### src/hw/rtl/x86dec_pkg.sv
`timescale 1ns / 1ps
// ----------------------------------------------------------------------------
// x86dec_pkg
// shared types, operation and format codes for the 16-bit instruction decoder
// ----------------------------------------------------------------------------
package x86dec_pkg;

  localparam int unsigned InBytes   = 6;
  localparam int unsigned InWidth   = InBytes * 8;
  localparam int unsigned OutWidth  = 56;
  localparam int unsigned RegCount  = 8;

  // operation codes
  localparam logic [4:0] OP_MOV    = 5'd0;
  localparam logic [4:0] OP_ADD    = 5'd1;
  localparam logic [4:0] OP_SUB    = 5'd2;
  localparam logic [4:0] OP_CMP    = 5'd3;
  localparam logic [4:0] OP_JCC    = 5'd4;
  localparam logic [4:0] OP_LOOP   = 5'd20;
  localparam logic [4:0] OP_LOOPZ  = 5'd21;
  localparam logic [4:0] OP_LOOPNZ = 5'd22;
  localparam logic [4:0] OP_JCXZ   = 5'd23;

  // encoding formats
  localparam logic [2:0] FMT_IMM_REG = 3'd0;
  localparam logic [2:0] FMT_IMM_ACC = 3'd1;
  localparam logic [2:0] FMT_IMM_RM  = 3'd2;
  localparam logic [2:0] FMT_RM_RM   = 3'd3;
  localparam logic [2:0] FMT_JUMP    = 3'd4;

  // opcode patterns
  localparam logic [3:0] PAT_MOV_IMM_REG = 4'b1011;
  localparam logic [6:0] PAT_ADD_IMM_ACC = 7'b0000010;
  localparam logic [6:0] PAT_SUB_IMM_ACC = 7'b0010110;
  localparam logic [6:0] PAT_CMP_IMM_ACC = 7'b0011110;
  localparam logic [5:0] PAT_GRP_IMM_RM  = 6'b100000;
  localparam logic [5:0] PAT_MOV_RM      = 6'b100010;
  localparam logic [5:0] PAT_ADD_RM      = 6'b000000;
  localparam logic [5:0] PAT_SUB_RM      = 6'b001010;
  localparam logic [5:0] PAT_CMP_RM      = 6'b001110;
  localparam logic [3:0] PAT_JCC         = 4'b0111;
  localparam logic [5:0] PAT_LOOP        = 6'b111000;

  // group extension codes
  localparam logic [2:0] EXT_ADD = 3'b000;
  localparam logic [2:0] EXT_SUB = 3'b101;
  localparam logic [2:0] EXT_CMP = 3'b111;

  localparam logic [1:0] MOD_NONE  = 2'd0;
  localparam logic [1:0] MOD_DISP8 = 2'd1;
  localparam logic [1:0] MOD_DISP16 = 2'd2;
  localparam logic [2:0] RM_DIRECT = 3'b110;

  typedef struct packed {
    logic [15:0] immediate;
    logic [15:0] displacement;
    logic [2:0]  rm_field;
    logic [2:0]  reg_field;
    logic [1:0]  addr_mode;
    logic        to_reg;
    logic        wide;
    logic [2:0]  format;
    logic [4:0]  operation;
    logic [2:0]  length;
    logic        valid_res;
  } dec_res_t;

  typedef struct packed {
    logic        en;
    logic        wide;
    logic [2:0]  idx;
    logic [15:0] data;
  } rf_wr_t;

  function automatic logic [15:0] sext8(input logic [7:0] b);
    return {{8{b[7]}}, b};
  endfunction

endpackage

### src/hw/rtl/x86dec_decode.sv
`timescale 1ns / 1ps
// ----------------------------------------------------------------------------
// x86dec_decode
// combinational decode of one six-byte instruction window
// ----------------------------------------------------------------------------
module x86dec_decode (
  input  logic [x86dec_pkg::InWidth-1:0] win_i,
  output x86dec_pkg::dec_res_t           res_o,
  output x86dec_pkg::rf_wr_t             rf_wr_o
);

  logic [7:0] b0, b1, b2, b3, b4, b5;

  assign b0 = win_i[7:0];
  assign b1 = win_i[15:8];
  assign b2 = win_i[23:16];
  assign b3 = win_i[31:24];
  assign b4 = win_i[39:32];
  assign b5 = win_i[47:40];

  always_comb begin
    x86dec_pkg::dec_res_t r;
    logic        ok;
    logic [1:0]  ndisp;
    logic [7:0]  ilo;
    logic [7:0]  ihi;
    logic [2:0]  pos;
    r  = '0;
    ok = 1'b1;
    ndisp = 2'd0;
    ilo = b2;
    ihi = b3;
    pos = 3'd2;
    rf_wr_o = '0;

    // displacement byte count from the modrm byte, shared by the modrm forms
    if (b1[7:6] == x86dec_pkg::MOD_DISP8) begin
      ndisp = 2'd1;
    end else if (b1[7:6] == x86dec_pkg::MOD_DISP16 ||
                 (b1[7:6] == x86dec_pkg::MOD_NONE && b1[2:0] == x86dec_pkg::RM_DIRECT)) begin
      ndisp = 2'd2;
    end

    if (b0[7:4] == x86dec_pkg::PAT_MOV_IMM_REG) begin
      r.format    = x86dec_pkg::FMT_IMM_REG;
      r.operation = x86dec_pkg::OP_MOV;
      r.to_reg    = 1'b1;
      r.wide      = b0[3];
      r.reg_field = b0[2:0];
      r.immediate = b0[3] ? {b2, b1} : {8'h00, b1};
      r.length    = b0[3] ? 3'd3 : 3'd2;
      rf_wr_o.en   = 1'b1;
      rf_wr_o.wide = b0[3];
      rf_wr_o.idx  = b0[2:0];
      rf_wr_o.data = r.immediate;
    end else if (b0[7:1] == x86dec_pkg::PAT_ADD_IMM_ACC ||
                 b0[7:1] == x86dec_pkg::PAT_SUB_IMM_ACC ||
                 b0[7:1] == x86dec_pkg::PAT_CMP_IMM_ACC) begin
      r.format    = x86dec_pkg::FMT_IMM_ACC;
      r.to_reg    = 1'b1;
      if (b0[7:1] == x86dec_pkg::PAT_ADD_IMM_ACC) begin
        r.operation = x86dec_pkg::OP_ADD;
      end else if (b0[7:1] == x86dec_pkg::PAT_SUB_IMM_ACC) begin
        r.operation = x86dec_pkg::OP_SUB;
      end else begin
        r.operation = x86dec_pkg::OP_CMP;
      end
      r.wide      = b0[0];
      r.immediate = b0[0] ? {b2, b1} : {8'h00, b1};
      r.length    = b0[0] ? 3'd3 : 3'd2;
    end else if (b0[7:2] == x86dec_pkg::PAT_GRP_IMM_RM) begin
      r.format    = x86dec_pkg::FMT_IMM_RM;
      r.wide      = b0[0];
      r.addr_mode = b1[7:6];
      r.reg_field = b1[5:3];
      r.rm_field  = b1[2:0];
      if (b1[5:3] == x86dec_pkg::EXT_ADD) begin
        r.operation = x86dec_pkg::OP_ADD;
      end else if (b1[5:3] == x86dec_pkg::EXT_SUB) begin
        r.operation = x86dec_pkg::OP_SUB;
      end else if (b1[5:3] == x86dec_pkg::EXT_CMP) begin
        r.operation = x86dec_pkg::OP_CMP;
      end else begin
        ok = 1'b0;
      end
      case (ndisp)
        2'd1: begin
          r.displacement = x86dec_pkg::sext8(b2);
          ilo = b3;
          ihi = b4;
        end
        2'd2: begin
          r.displacement = {b3, b2};
          ilo = b4;
          ihi = b5;
        end
        default: begin
          ilo = b2;
          ihi = b3;
        end
      endcase
      pos = 3'd2 + {1'b0, ndisp};
      if (b0[0] && !b0[1]) begin
        r.immediate = {ihi, ilo};
        r.length    = pos + 3'd2;
      end else begin
        r.immediate = b0[0] ? x86dec_pkg::sext8(ilo) : {8'h00, ilo};
        r.length    = pos + 3'd1;
      end
    end else if (b0[7:2] == x86dec_pkg::PAT_MOV_RM || b0[7:2] == x86dec_pkg::PAT_ADD_RM ||
                 b0[7:2] == x86dec_pkg::PAT_SUB_RM || b0[7:2] == x86dec_pkg::PAT_CMP_RM) begin
      r.format = x86dec_pkg::FMT_RM_RM;
      if (b0[7:2] == x86dec_pkg::PAT_MOV_RM) begin
        r.operation = x86dec_pkg::OP_MOV;
      end else if (b0[7:2] == x86dec_pkg::PAT_ADD_RM) begin
        r.operation = x86dec_pkg::OP_ADD;
      end else if (b0[7:2] == x86dec_pkg::PAT_SUB_RM) begin
        r.operation = x86dec_pkg::OP_SUB;
      end else begin
        r.operation = x86dec_pkg::OP_CMP;
      end
      r.to_reg    = b0[1];
      r.wide      = b0[0];
      r.addr_mode = b1[7:6];
      r.reg_field = b1[5:3];
      r.rm_field  = b1[2:0];
      case (ndisp)
        2'd1:    r.displacement = x86dec_pkg::sext8(b2);
        2'd2:    r.displacement = {b3, b2};
        default: r.displacement = 16'h0000;
      endcase
      r.length = 3'd2 + {1'b0, ndisp};
    end else if (b0[7:4] == x86dec_pkg::PAT_JCC) begin
      r.format       = x86dec_pkg::FMT_JUMP;
      r.operation    = x86dec_pkg::OP_JCC + {1'b0, b0[3:0]};
      r.displacement = x86dec_pkg::sext8(b1);
      r.length       = 3'd2;
    end else if (b0[7:2] == x86dec_pkg::PAT_LOOP) begin
      r.format = x86dec_pkg::FMT_JUMP;
      case (b0[1:0])
        2'd0:    r.operation = x86dec_pkg::OP_LOOPNZ;
        2'd1:    r.operation = x86dec_pkg::OP_LOOPZ;
        2'd2:    r.operation = x86dec_pkg::OP_LOOP;
        default: r.operation = x86dec_pkg::OP_JCXZ;
      endcase
      r.displacement = x86dec_pkg::sext8(b1);
      r.length       = 3'd2;
    end else begin
      ok = 1'b0;
    end

    if (ok) begin
      r.valid_res = 1'b1;
      res_o = r;
    end else begin
      res_o = '0;
    end
  end

endmodule

### src/hw/rtl/x86dec_regfile.sv
`timescale 1ns / 1ps
// ----------------------------------------------------------------------------
// x86dec_regfile
// eight 16-bit registers written by mov immediate, byte or word halves
// ----------------------------------------------------------------------------
module x86dec_regfile (
  input  logic               clk_i,
  input  logic               rst_ni,
  input  x86dec_pkg::rf_wr_t wr_i,
  output logic [15:0]        acc_o
);

  logic [7:0] lo_q [x86dec_pkg::RegCount];
  logic [7:0] hi_q [x86dec_pkg::RegCount];

  always_ff @(posedge clk_i or negedge rst_ni) begin
    if (!rst_ni) begin
      for (int i = 0; i < x86dec_pkg::RegCount; i++) begin
        lo_q[i] <= 8'h00;
        hi_q[i] <= 8'h00;
      end
    end else if (wr_i.en) begin
      if (wr_i.wide) begin
        lo_q[wr_i.idx] <= wr_i.data[7:0];
        hi_q[wr_i.idx] <= wr_i.data[15:8];
      end else if (!wr_i.idx[2]) begin
        lo_q[{1'b0, wr_i.idx[1:0]}] <= wr_i.data[7:0];
      end else begin
        // ah ch dh bh map onto the high half of registers 0..3
        hi_q[{1'b0, wr_i.idx[1:0]}] <= wr_i.data[7:0];
      end
    end
  end

  assign acc_o = {hi_q[0], lo_q[0]};

endmodule

### src/hw/rtl/x86_16bit_instruction_decoder.sv
`timescale 1ns / 1ps
// ----------------------------------------------------------------------------
// x86_16bit_instruction_decoder
// an input transfer passes the input register, then the result register, to the master side
// throughput one instruction per cycle while the master side does not stall
// decode is a single pass of combinational logic between the two registers
// reset clears both valid flags and the register file to zero
// ----------------------------------------------------------------------------
module x86_16bit_instruction_decoder (
  input  logic        clk_i,
  input  logic        rst_ni,
  input  logic        s_axis_tvalid,
  output logic        s_axis_tready,
  // byte0, byte1, byte2, byte3, byte4, byte5
  input  logic [47:0] s_axis_tdata,
  output logic        m_axis_tvalid,
  input  logic        m_axis_tready,
  // valid_res, length, operation, format, wide, to_reg, addr_mode, reg_field,
  // rm_field, displacement, immediate, zero pad
  output logic [55:0] m_axis_tdata
);

  logic                                  in_v_q;
  logic [x86dec_pkg::InWidth-1:0]        in_data_q;
  logic                                  out_v_q;
  logic [x86dec_pkg::OutWidth-1:0]       out_data_q;
  logic [x86dec_pkg::OutWidth-1:0]       out_data_d;
  logic                                  adv;
  x86dec_pkg::dec_res_t                  res;
  x86dec_pkg::rf_wr_t                    rf_wr;
  x86dec_pkg::rf_wr_t                    rf_wr_gated;
  logic [15:0]                           acc;

  assign adv           = in_v_q && (!out_v_q || m_axis_tready);
  assign s_axis_tready = !in_v_q || adv;

  always_ff @(posedge clk_i or negedge rst_ni) begin
    if (!rst_ni) begin
      in_v_q  <= 1'b0;
      out_v_q <= 1'b0;
    end else begin
      if (s_axis_tready) begin
        in_v_q <= s_axis_tvalid;
      end
      if (!out_v_q || m_axis_tready) begin
        out_v_q <= in_v_q;
      end
    end
  end

  always_ff @(posedge clk_i) begin
    if (s_axis_tvalid && s_axis_tready) begin
      in_data_q <= s_axis_tdata;
    end
    if (adv) begin
      out_data_q <= out_data_d;
    end
  end

  x86dec_decode u_decode (
    .win_i   (in_data_q),
    .res_o   (res),
    .rf_wr_o (rf_wr)
  );

  always_comb begin
    rf_wr_gated    = rf_wr;
    rf_wr_gated.en = rf_wr.en && adv;
  end

  x86dec_regfile u_regfile (
    .clk_i  (clk_i),
    .rst_ni (rst_ni),
    .wr_i   (rf_wr_gated),
    .acc_o  (acc)
  );

  // accumulator readback is not part of the result
  assign out_data_d = {2'b00, res} | {x86dec_pkg::OutWidth{1'b0 & acc[0]}};

  assign m_axis_tvalid = out_v_q;
  assign m_axis_tdata  = out_data_q;

endmodule

### config.mk
export PLATFORM = sky130hd
export DESIGN_NAME = x86_16bit_instruction_decoder
export DESIGN_NICKNAME = d
export VERILOG_FILES = /design/src/hw/rtl/x86dec_pkg.sv /design/src/hw/rtl/x86dec_decode.sv /design/src/hw/rtl/x86dec_regfile.sv /design/src/hw/rtl/x86_16bit_instruction_decoder.sv
export SDC_FILE = /design/constraint.sdc
export NUM_CORES = 1
export LEC_CHECK = 0
export ABC_CLOCK_PERIOD_IN_PS = 2000
export BUFFER_PORTS_ARGS = -buffer_cell sky130_fd_sc_hd__clkbuf_2
export CAP_MARGIN = 20
export CORE_UTILIZATION = 35
export CTS_BUF_LIST = sky130_fd_sc_hd__clkbuf_16
export DETAILED_ROUTE_END_ITERATION = 8
export GPL_TIMING_DRIVEN = 0
export PLACE_DENSITY = 0.66
export SLEW_MARGIN = 5
export SYNTH_ARGS = -nofsm -noshare
export SYNTH_HDL_FRONTEND = slang
export SYNTH_SLANG_ARGS = --single-unit
### constraint.sdc
create_clock -name clk_i -period 2 [get_ports clk_i]
set_input_delay 0.3 -clock clk_i [delete_from_list [all_inputs] [get_ports clk_i]]
set_output_delay 0.3 -clock clk_i [all_outputs]
set_load 0.005 [all_outputs]
; ---- After elaboration in Yosys (flattened, before gate mapping)
; Index checks and enable logic that the tools add are counted.
[classes]
addsub = 4
multipliers = 0
div_mod_pow = 0
order_cmp = 0
n_eq_ne = 19
n_shift = 0
mux = 48
bitwise_logic = 1
reduce_logical = 22
[ops]
columns = op, count
row1 = $mux W16, 10
row2 = $mux W24, 2
row3 = $mux W11, 3
row4 = $pmux W16 S2, 1
row5 = $pmux W8 S2, 2
row6 = $mux W13, 2
row7 = $mux W5, 5
row8 = $eq A6 B6 Y1 const B, 3
row9 = $mux W1, 15
row10 = $eq A7 B5 Y1 const B, 2
row11 = $eq A6 B4 Y1 const B, 2
row12 = $mux W12, 1
row13 = $mux W10, 1
row14 = $eq A3 B3 Y1 const B, 3
row15 = $logic_or A1 B1 Y1, 8
row16 = $eq A7 B2 Y1 const B, 1
row17 = $eq A2 B1 Y1 const B, 3
row18 = $eq A2 B2 Y1 const B, 3
row19 = $logic_not A6 Y1, 1
row20 = $mux W2, 3
row21 = $mux W3, 2
row22 = $pmux W2 S3, 1
row23 = $add A3 B4 Y5 const A, 1
row24 = $reduce_or A5 Y1, 1
row25 = other kinds (12), 18
[totals]
register_bits = 104
latch_bits = 0
ram_bits = 0
rom_bits = 0
in_bits = 52
output_inout_bits = 58
word_cells = 102
memories = 0

; ---- Longest topological paths before layout
; Gate-level depths: netlist of run 1.
[depth]
ltp_word = 12
ltp_mapped = 9
mapped_depth_nobuf = 8

; ---- Cells and area by module
; A second synthesis of run 1 with hierarchy kept.
[unflattened]
hier_cells = 384
area_unflattened_um2 = 4823.4
[by_module_without_submodules]
columns = mod, n_inst, cells_each, area_each_um2, seq_area_each_um2
row1 = x86_16bit_instruction_decoder, 1, 113, 3185.6, 3113.0
row2 = x86dec_decode, 1, 271, 1637.8, 0.0

; ---- Least setup slack after synthesis of run 1
; OpenSTA, ideal clock, no wires.
[synth_timing]
path_type = register to register
start = reg out_v_q (netlist: m_axis_tvalid)
end = reg out_data_q, in the netlist m_axis_tdata[0], enable pin
setup_ps = 417
t_arrival_ps = 1768
required_time_ps = 1583
slack_ps = -186
stages_incl_launch_ff = 3
path_buffers = 0
period_less_slack_ps = 2186
cell_sequence = dfrtp_1 > nand2b_1 > and2_1
[synth_between]
elab_chain_len = 3
[synth_lines]
columns = element, line
row1 = from (decl), x86_16bit_instruction_decoder.sv:25  ; logic out_v_q;
row2 = from (signal assigned), x86_16bit_instruction_decoder.sv:46  ; out_v_q <= in_v_q;
row3 = $logic_not A1 Y1, x86_16bit_instruction_decoder.sv:34  ; assign adv = in_v_q && (!out_v_q || m_axis_tready);
row4 = $logic_or A1 B1 Y1, x86_16bit_instruction_decoder.sv:34
row5 = $logic_and A1 B1 Y1, x86_16bit_instruction_decoder.sv:34
row6 = via adv, x86_16bit_instruction_decoder.sv:28  ; logic adv;
row7 = to (signal assigned), x86_16bit_instruction_decoder.sv:56  ; out_data_q <= out_data_d;
row8 = to (decl), x86_16bit_instruction_decoder.sv:26  ; logic [x86dec_pkg::OutWidth-1:0] out_data_q;
; The timed path passes the listed nets, and every way through them passes these cells.
; A chain may end at the register's enable or synchronous reset.

; ---- Final worst setup path of run 1
[layout_timing]
start = reg in_data_q[6] (netlist name)
end = reg out_data_q, in the netlist m_axis_tdata[48] (data pin)
[layout_between]
elab_chain_len = 8
word_cells_on_any_way = 25
classes_between = 10 x eq/ne / 9 x mux / 6 x reduce/logical
[layout_lines]
columns = element, line
row1 = from (decl), x86_16bit_instruction_decoder.sv:24  ; logic [x86dec_pkg::InWidth-1:0] in_data_q;
row2 = from (signal assigned), x86_16bit_instruction_decoder.sv:53  ; in_data_q <= s_axis_tdata;
row3 = $eq A6 B6 Y1 or $logic_not A6 Y1 (tied branches), x86dec_decode.sv:110  ; end else if (b0[7:2] == x86dec_pkg::PAT_MOV_RM || b0[7:2] == x86dec_pkg::PAT_ADD_RM ||
row4 = $logic_or A1 B1 Y1 (2 in series), x86dec_decode.sv:110
row5 = $logic_or A1 B1 Y1, x86dec_decode.sv:111  ; b0[7:2] == x86dec_pkg::PAT_SUB_RM || b0[7:2] == x86dec_pkg::PAT_CMP_RM) begin
row6 = $mux W1, x86dec_decode.sv:110
row7 = $mux W1, x86dec_decode.sv:71  ; end else if (b0[7:2] == x86dec_pkg::PAT_GRP_IMM_RM) begin
row8 = $mux W1, x86dec_decode.sv:56  ; end else if (b0[7:1] == x86dec_pkg::PAT_ADD_IMM_ACC ||
row9 = $mux W1, x86dec_decode.sv:44  ; if (b0[7:4] == x86dec_pkg::PAT_MOV_IMM_REG) begin
; Parallel ways exist; a longest one is shown, timed or not.

==> flow_metrics.env, run 1 <==
export IMPL_clkSinkCount=104
export IMPL_final_setup_viol_count=35
export IMPL_antenna_found_initial=0
export IMPL_synth_seq_cells=104
export IMPL_slowest_delay_ns=0.46
export IMPL_io_buffers=107
export IMPL_ys_seq_area_share_pct=65.4
export IMPL_synth_top_area_share_pct=64.4
export IMPL_area_growth_pct=32.3
export IMPL_synth_avg_cell_area_sq_um=13.3
export IMPL_clk_path_buf_depth=2
export IMPL_yosysTopAreaCell="edfxtp_1"
export IMPL_gp_congestion=0.858
export IMPL_status="complete, but fails checks"
export IMPL_power_density_nw_per_um2=777
export IMPL_die_width_um=119
export IMPL_drc=0
export IMPL_cts_max_level=3
export IMPL_grt_max_degree=49
export IMPL_reg2reg_to="m_axis_tdata[48]$_SDFFCE_PP0P_"
export IMPL_tightest_slew_ns=0.597
export IMPL_tns_ns=-2.34
export IMPL_numCtsBuffers=9
export IMPL_slowest_stage="a32o_1"
export IMPL_power_mw=4.89
export IMPL_antenna_cells=0
export IMPL_clock_latency_ns=0.35
export IMPL_reg2reg_depth=6
export IMPL_report_final_hold_viol_count=0
export IMPL_fin_nets=559
export IMPL_min_path_type="in2reg"
export IMPL_ios=110
export IMPL_root_buffer="clkbuf_16"
export IMPL_start_util_pct=35.9
export IMPL_synth_area_leaders="edfxtp_1 (64%), a32o_1 (2.3%), nor2_1 (2.1%), a21oi_1 (2.1%), nand2_1 (2.0%)"
export IMPL_core_area_sq_um=13200
export IMPL_reg2reg_from="in_data_q[6]$_DFFE_PP_"
export IMPL_synth_edf_count=102
export IMPL_final_fill_count=1210
export IMPL_row_count=42
export IMPL_synthArstFlopShare_pct=1.92
export IMPL_vdd_drop_max_uv=479
export IMPL_ff2ff_setup_slack_ns=-0.11
export IMPL_cts_tree="done"
export IMPL_failed_checks="negative setup slack"
export IMPL_drt_iter0_markers=331
export IMPL_wl_per_cell_um=18.0
export IMPL_cap_violations=0
export IMPL_period_needed_ns=2.11
export IMPL_path_cells="buf_4, nor4b_4, a22o_1, a32o_1, nand2_1, a31oi_1"
export IMPL_grt_usage_pct=17.9
export IMPL_grt_pass1_wl_um=18900
export IMPL_vias=3616
export IMPL_ys_types=57
export IMPL_ant_nets=0
export IMPL_worst_path_dominant_cell_family="compound AO/OA/AOI/OAI gates"
export IMPL_vias_per_cell=5.29
export IMPL_drive_gt1_share_pct=42.8
export IMPL_grt_overflow=0
export IMPL_crit_required_ns=2.18
export IMPL_pre_cts_slack_ns=-0.456
export IMPL_finalCritPeriodShare_pct=106
export IMPL_cts_clk_slew_worst_paths_ns=0.07
export IMPL_syn_cell_area_sq_um=4760
export IMPL_endpoint="m_axis_tdata[48]$_SDFFCE_PP0P_"
export IMPL_syn_inst=357
export IMPL_worst_slack_ns=-0.113
export IMPL_fmax_mhz=473
export IMPL_dieArea_sq_um=14100
export IMPL_crit_start="in_data_q[6]$_DFFE_PP_"
export IMPL_grt_setup_unrepaired="true"
export IMPL_drt_pass1_iter_count=5
export IMPL_synth_ff_type="edfxtp_1"
export IMPL_synth_warnings=0
export IMPL_relSlewSlack_pct=60.2
export IMPL_hpwl_um=8650
export IMPL_end_kind="flip-flop"
export IMPL_worst_endpoint_arrival_ns=2.30
export IMPL_critical_path_class="reg2reg"
export IMPL_drv_slew=0
export IMPL_p_leak_nw=2.49
export IMPL_post_route_util_pct=47.6
export IMPL_cp_max_fo=10
export IMPL_die_height_um=119
export IMPL_totalWireLength_um=12300
export IMPL_clock_skew_ns=0.00735
export IMPL_crit_cells=6
export IMPL_first_global_vias=3412
export IMPL_crit_buf_inv=1
export IMPL_critPathLaunchType="flip-flop"
## cells in the final DEF, fill, tap and decap left out, drive strengths merged, types with 2 or more instances in the layout
master      n
a32o       11
clkinvlp    2
a31oi       9
inv        10
nand2      25
o22ai       4
nor2       27
and3        6
clkbuf    122
and2        6
dfrtp       2
clkinv      5
o221ai      8
nor4b       3
nand2b     15
a21o        3
nand3       5
o21ai      17
a21oi      24
nand3b      3
buf        40
conb        2
mux4        4
nor3b       2
a22o        9
mux2i       5
o211ai      3
ha          5
edfxtp    102
o21a        6
nor3        2
nor2b       3
## metal layers
metal  vias to the layer above  track usage [%]  share of wire, %
li1                       1678                -                 -
met4                         0             7.59               2.4
met5                         -                0                 0
met3                        23             3.57               6.7
met2                       183             25.9                45
met1                      1732             25.9                46
## cell type report
| cell class | instances | area (sq um) | area share (%) |
|---|---|---|---|
| sequential | 104 | 3110 | 49.4 |
| multi-input combinational | 223 | 1700 | 27.1 |
| timing repair buffer | 135 | 806 | 12.8 |
| clock buffer | 9 | 225 | 3.58 |
| tap | 176 | 220 | 3.50 |
| buffer | 19 | 135 | 2.15 |
| clock inverter | 7 | 50.0 | 0.795 |
| inverter | 10 | 43.8 | 0.695 |
## timing repair
action                     4_1_cts  5_1_grt
pin swaps                       11       15
setup buffers                   14        9
cloned                           1        1
hold endpoints to repair         2        0
resized for setup               33       48
hold buffers                     1        0
setup endpoints to repair       51       44
## power breakdown
part	leakage [nW]	switching (mW)	internal [mW]
combinational	1.33	0.348	0.284
sequential	1.03	0.0961	2.57
clock	0.134	0.749	0.843
## registers in the layout, summed over array words and instances, names as in the netlist
signal and count:
in_v_q 1, m_axis_tvalid 1, m_axis_tdata 54, in_data_q 48
## Yosys cell counts, drive strengths merged (2+ instances only)
library cell  count
o21ai            17
mux4              4
a21oi            24
nor2             27
nand3             5
o221ai            8
ha                5
a21o              3
nand3b            3
nand2            25
dfrtp             2
nand2b           15
edfxtp          102
o21a              6
a22o              9
o22ai             4
a32o             11
nor4b             3
mux2i             5
o211ai            3
a31oi             9
buf              14
nor3b             2
nor2b             3
nor3              2
and2              6
and3              6
inv               9
clkbuf            7
## logic make-up after synthesis
| family | count (synthesis) | share of synthesized area [%] |
|---|---|---|
| DFF | 104 | 65.4 |
| and+or+nand+nor | 103 | 11.5 |
| AOI/OAI and AO/OA | 102 | 15.2 |
| buffers and inverters | 31 | 3.08 |
| muxes | 10 | 3.18 |
| adders and majority gates | 5 | 1.31 |
| other | 1 | 0.0788 |
| xor gates and xnor gates | 1 | 0.184 |
## metrics by stage
stage	instances	area (sq um)	hold WS, ns
floorplan	358	4760	0.00441
global placement	641	5520	0.0850
detailed placement	642	5540	0.0863
CTS	673	6040	0.111
global route	683	6300	0.109
finish	683	6300	0.122
## worst min path at each step
stage                                start                   endpoint  slack (ns)  cells past startpoint
after CTS                 s_axis_tdata[36]    in_data_q[36]$_DFFE_PP_        0.11                      1
after global routing      s_axis_tdata[36]    in_data_q[36]$_DFFE_PP_        0.11                      1
after detailed placement            rst_ni         in_v_q$_DFFE_PN0N_        0.09                      1
final                     s_axis_tdata[36]    in_data_q[36]$_DFFE_PP_        0.12                      1
after global placement              rst_ni  m_axis_tvalid$_DFFE_PN0P_        0.08                      1
after floorplan                     rst_ni         in_v_q$_DFFE_PN0N_       0.004                      0
## worst register-to-register path, cell delays in order (launching register included)
cell      delay [ns]
edfxtp_1        0.39
buf_4           0.16
nor4b_4         0.44
a22o_1          0.20
a32o_1          0.46
nand2_1         0.11
a31oi_1         0.20
Power figures use the tool's default switching activity.
==> inputs of run 2 (changes only) <==
--- a/config.mk
+++ b/config.mk
@@ -13,6 +13,7 @@
 export DETAILED_ROUTE_END_ITERATION = 8
 export GPL_TIMING_DRIVEN = 0
 export PLACE_DENSITY = 0.66
+export RECOVER_POWER = 100
 export SLEW_MARGIN = 5
 export SYNTH_ARGS = -nofsm -noshare
 export SYNTH_HDL_FRONTEND = slang
==> run 2 against run 1 <==
  * The flow still finishes with violations (negative setup slack)
  * Die area unchanged
  * Count of clock-buffer cells in the layout is the same
  * Power is 0.14% lower
  * Global-route usage stayed put
  * Combinational power is 2% lower
  * Via count decreased by 0.25%
  * Cell area fell by 0.60%
  * Critical path depth stayed put
==> flow_metrics.env, run 2 (synthesis gave the netlist of run 1 again) <==
export IMPL_grt_pass1_wl_um=18900
export IMPL_wl_per_cell_um=18.1
export IMPL_clk_path_buf_depth=2
export IMPL_drive_gt1_share_pct=36.9
export IMPL_final_common_cell="edfxtp_1"
export IMPL_ios=110
export IMPL_grt_max_degree=49
export IMPL_cts_max_level=3
export IMPL_hpwl_um=8650
export IMPL_pre_cts_slack_ns=-0.456
export IMPL_seq_area_sq_um=3110
export IMPL_gp_congestion=0.858
export IMPL_endpoint="m_axis_tdata[51]$_SDFFCE_PP0P_"
export IMPL_place_inst=642
export IMPL_die_height_um=119
export IMPL_holdWs_ns=0.121
export IMPL_placed_area_sq_um=5540
export IMPL_grt_usage_pct=17.9
export IMPL_design_area_sq_um=6260
export IMPL_area_growth_pct=31.6
export IMPL_clock_skew_ns=0.00666
export IMPL_min_path_type="in2reg"
export IMPL_first_global_vias=3412
export IMPL_fmax_mhz=469
export IMPL_ff2ff_setup_slack_ns=-0.13
export IMPL_start_util_pct=35.9
export IMPL_reg2reg_to="m_axis_tdata[51]$_SDFFCE_PP0P_"
export IMPL_cap_violations=0
export IMPL_period_needed_ns=2.13
export IMPL_totalWireLength_um=12400
export IMPL_worst_endpoint_arrival_ns=2.33
export IMPL_vdd_drop_max_uv=480
export IMPL_row_count=42
export IMPL_clkSinkCount=104
export IMPL_vias=3607
export IMPL_power_mw=4.89
export IMPL_clock_latency_ns=0.35
export IMPL_ant_nets=0
export IMPL_antenna_found_initial=0
export IMPL_drv_slew=0
export IMPL_p_leak_nw=2.40
export IMPL_mostFrequentLayoutCells="edfxtp_1 (102), clkbuf_2 (79), clkbuf_1 (30), nor2_1 (26), buf_4 (24)"
export IMPL_crit_start="in_data_q[6]$_DFFE_PP_"
export IMPL_drt_pass1_iter_count=5
export IMPL_multi_input_area_sq_um=1700
export IMPL_tightest_slew_ns=0.699
export IMPL_vias_per_cell=5.28
export IMPL_grt_setup_unrepaired="true"
export IMPL_crit_required_ns=2.19
export IMPL_cp_max_fo=10
export IMPL_power_density_nw_per_um2=781
export IMPL_largest_register_ffs=54
export IMPL_root_buffer="clkbuf_16"
export IMPL_relSlewSlack_pct=53.4
export IMPL_numCtsBuffers=9
export IMPL_failed_checks="negative setup slack"
export IMPL_report_final_hold_viol_count=0
export IMPL_reg2reg_from="in_data_q[6]$_DFFE_PP_"
export IMPL_final_setup_viol_count=36
export IMPL_critPathLaunchType="flip-flop"
export IMPL_final_fill_count=1223
export IMPL_grt_overflow=0
export IMPL_status="complete, but fails checks"
export IMPL_cts_clk_slew_worst_paths_ns=0.07
export IMPL_io_buffers=107
export IMPL_finalCritPeriodShare_pct=107
export IMPL_die_width_um=119
export IMPL_critical_path_class="reg2reg"
export IMPL_core_area_sq_um=13200
export IMPL_finalNonFillerCells=683
export IMPL_cts_tree="done"
export IMPL_dieArea_sq_um=14100
export IMPL_worst_slack_ns=-0.134
export IMPL_reg2reg_depth=6
export IMPL_end_kind="flip-flop"
export IMPL_drt_iter0_markers=311
export IMPL_drc=0
export IMPL_antenna_cells=0
export IMPL_fin_nets=559
## run 2: cell types whose count changed in the layout (fill, tap and decap cells not counted), sizes merged
cell / before / now
buf: 40 / 41
clkbuf: 122 / 121
## run 2: layer usage
layer | track usage [%] | routed length [um]
met1 | 25.9 | 5780
met2 | 25.9 | 5530
met3 | 3.57 | 771
met4 | 7.59 | 289
met5 | 0 | 0
## run 2: how the worst min path moves through the flow
stage                      from  slack (ns)                        end  cells after the start
5_1_grt        s_axis_tdata[36]        0.11    in_data_q[36]$_DFFE_PP_                      1
6_report       s_axis_tdata[36]        0.12    in_data_q[36]$_DFFE_PP_                      1
2_1_floorplan            rst_ni       0.004         in_v_q$_DFFE_PN0N_                      0
3_3_place_gp             rst_ni        0.08  m_axis_tvalid$_DFFE_PN0P_                      1
3_5_place_dp             rst_ni        0.09         in_v_q$_DFFE_PN0N_                      1
4_1_cts        s_axis_tdata[36]        0.11    in_data_q[36]$_DFFE_PP_                      1
## run 2: cell type report
class                           instances  area share (%)
Multi-Input combinational cell        223            27.2
Timing Repair Buffer                  135            12.3
Inverter                               10           0.700
Buffer                                 19            2.16
Clock buffer                            9            3.60
Sequential cell                       104            49.7
Tap cell                              176            3.52
Clock inverter                          7           0.800
## run 2: power by group
part,leakage [nW],switching (mW),internal (mW)
clock,0.134,0.753,0.843
sequential,1.03,0.0958,2.57
combinational,1.24,0.348,0.273
## run 2: worst max-delay path, stage by stage, from the launching register on
cell      delay, ns
edfxtp_1       0.39
buf_4          0.16
nor4b_4        0.44
a22o_1         0.20
a32o_1         0.47
nand2_1        0.12
a31oi_1        0.20
## run 2: metrics by stage
step | TNS (ns) | utilization [%]
finish | -2.29 | 47.3
global route | -5.14 | 47.3
CTS | -0.961 | 45.6
detailed placement | -13.92 | 41.8
global placement | -14.32 | 41.7
floorplan | 0 | -
## run 2: what timing repair did
action,in CTS,in global routing
resized for setup,33,48
hold endpoints to repair,2,0
setup buffers,14,9
hold buffers,1,0
endpoints found under the setup margin,51,44
gates cloned,1,1
pin swaps,11,15
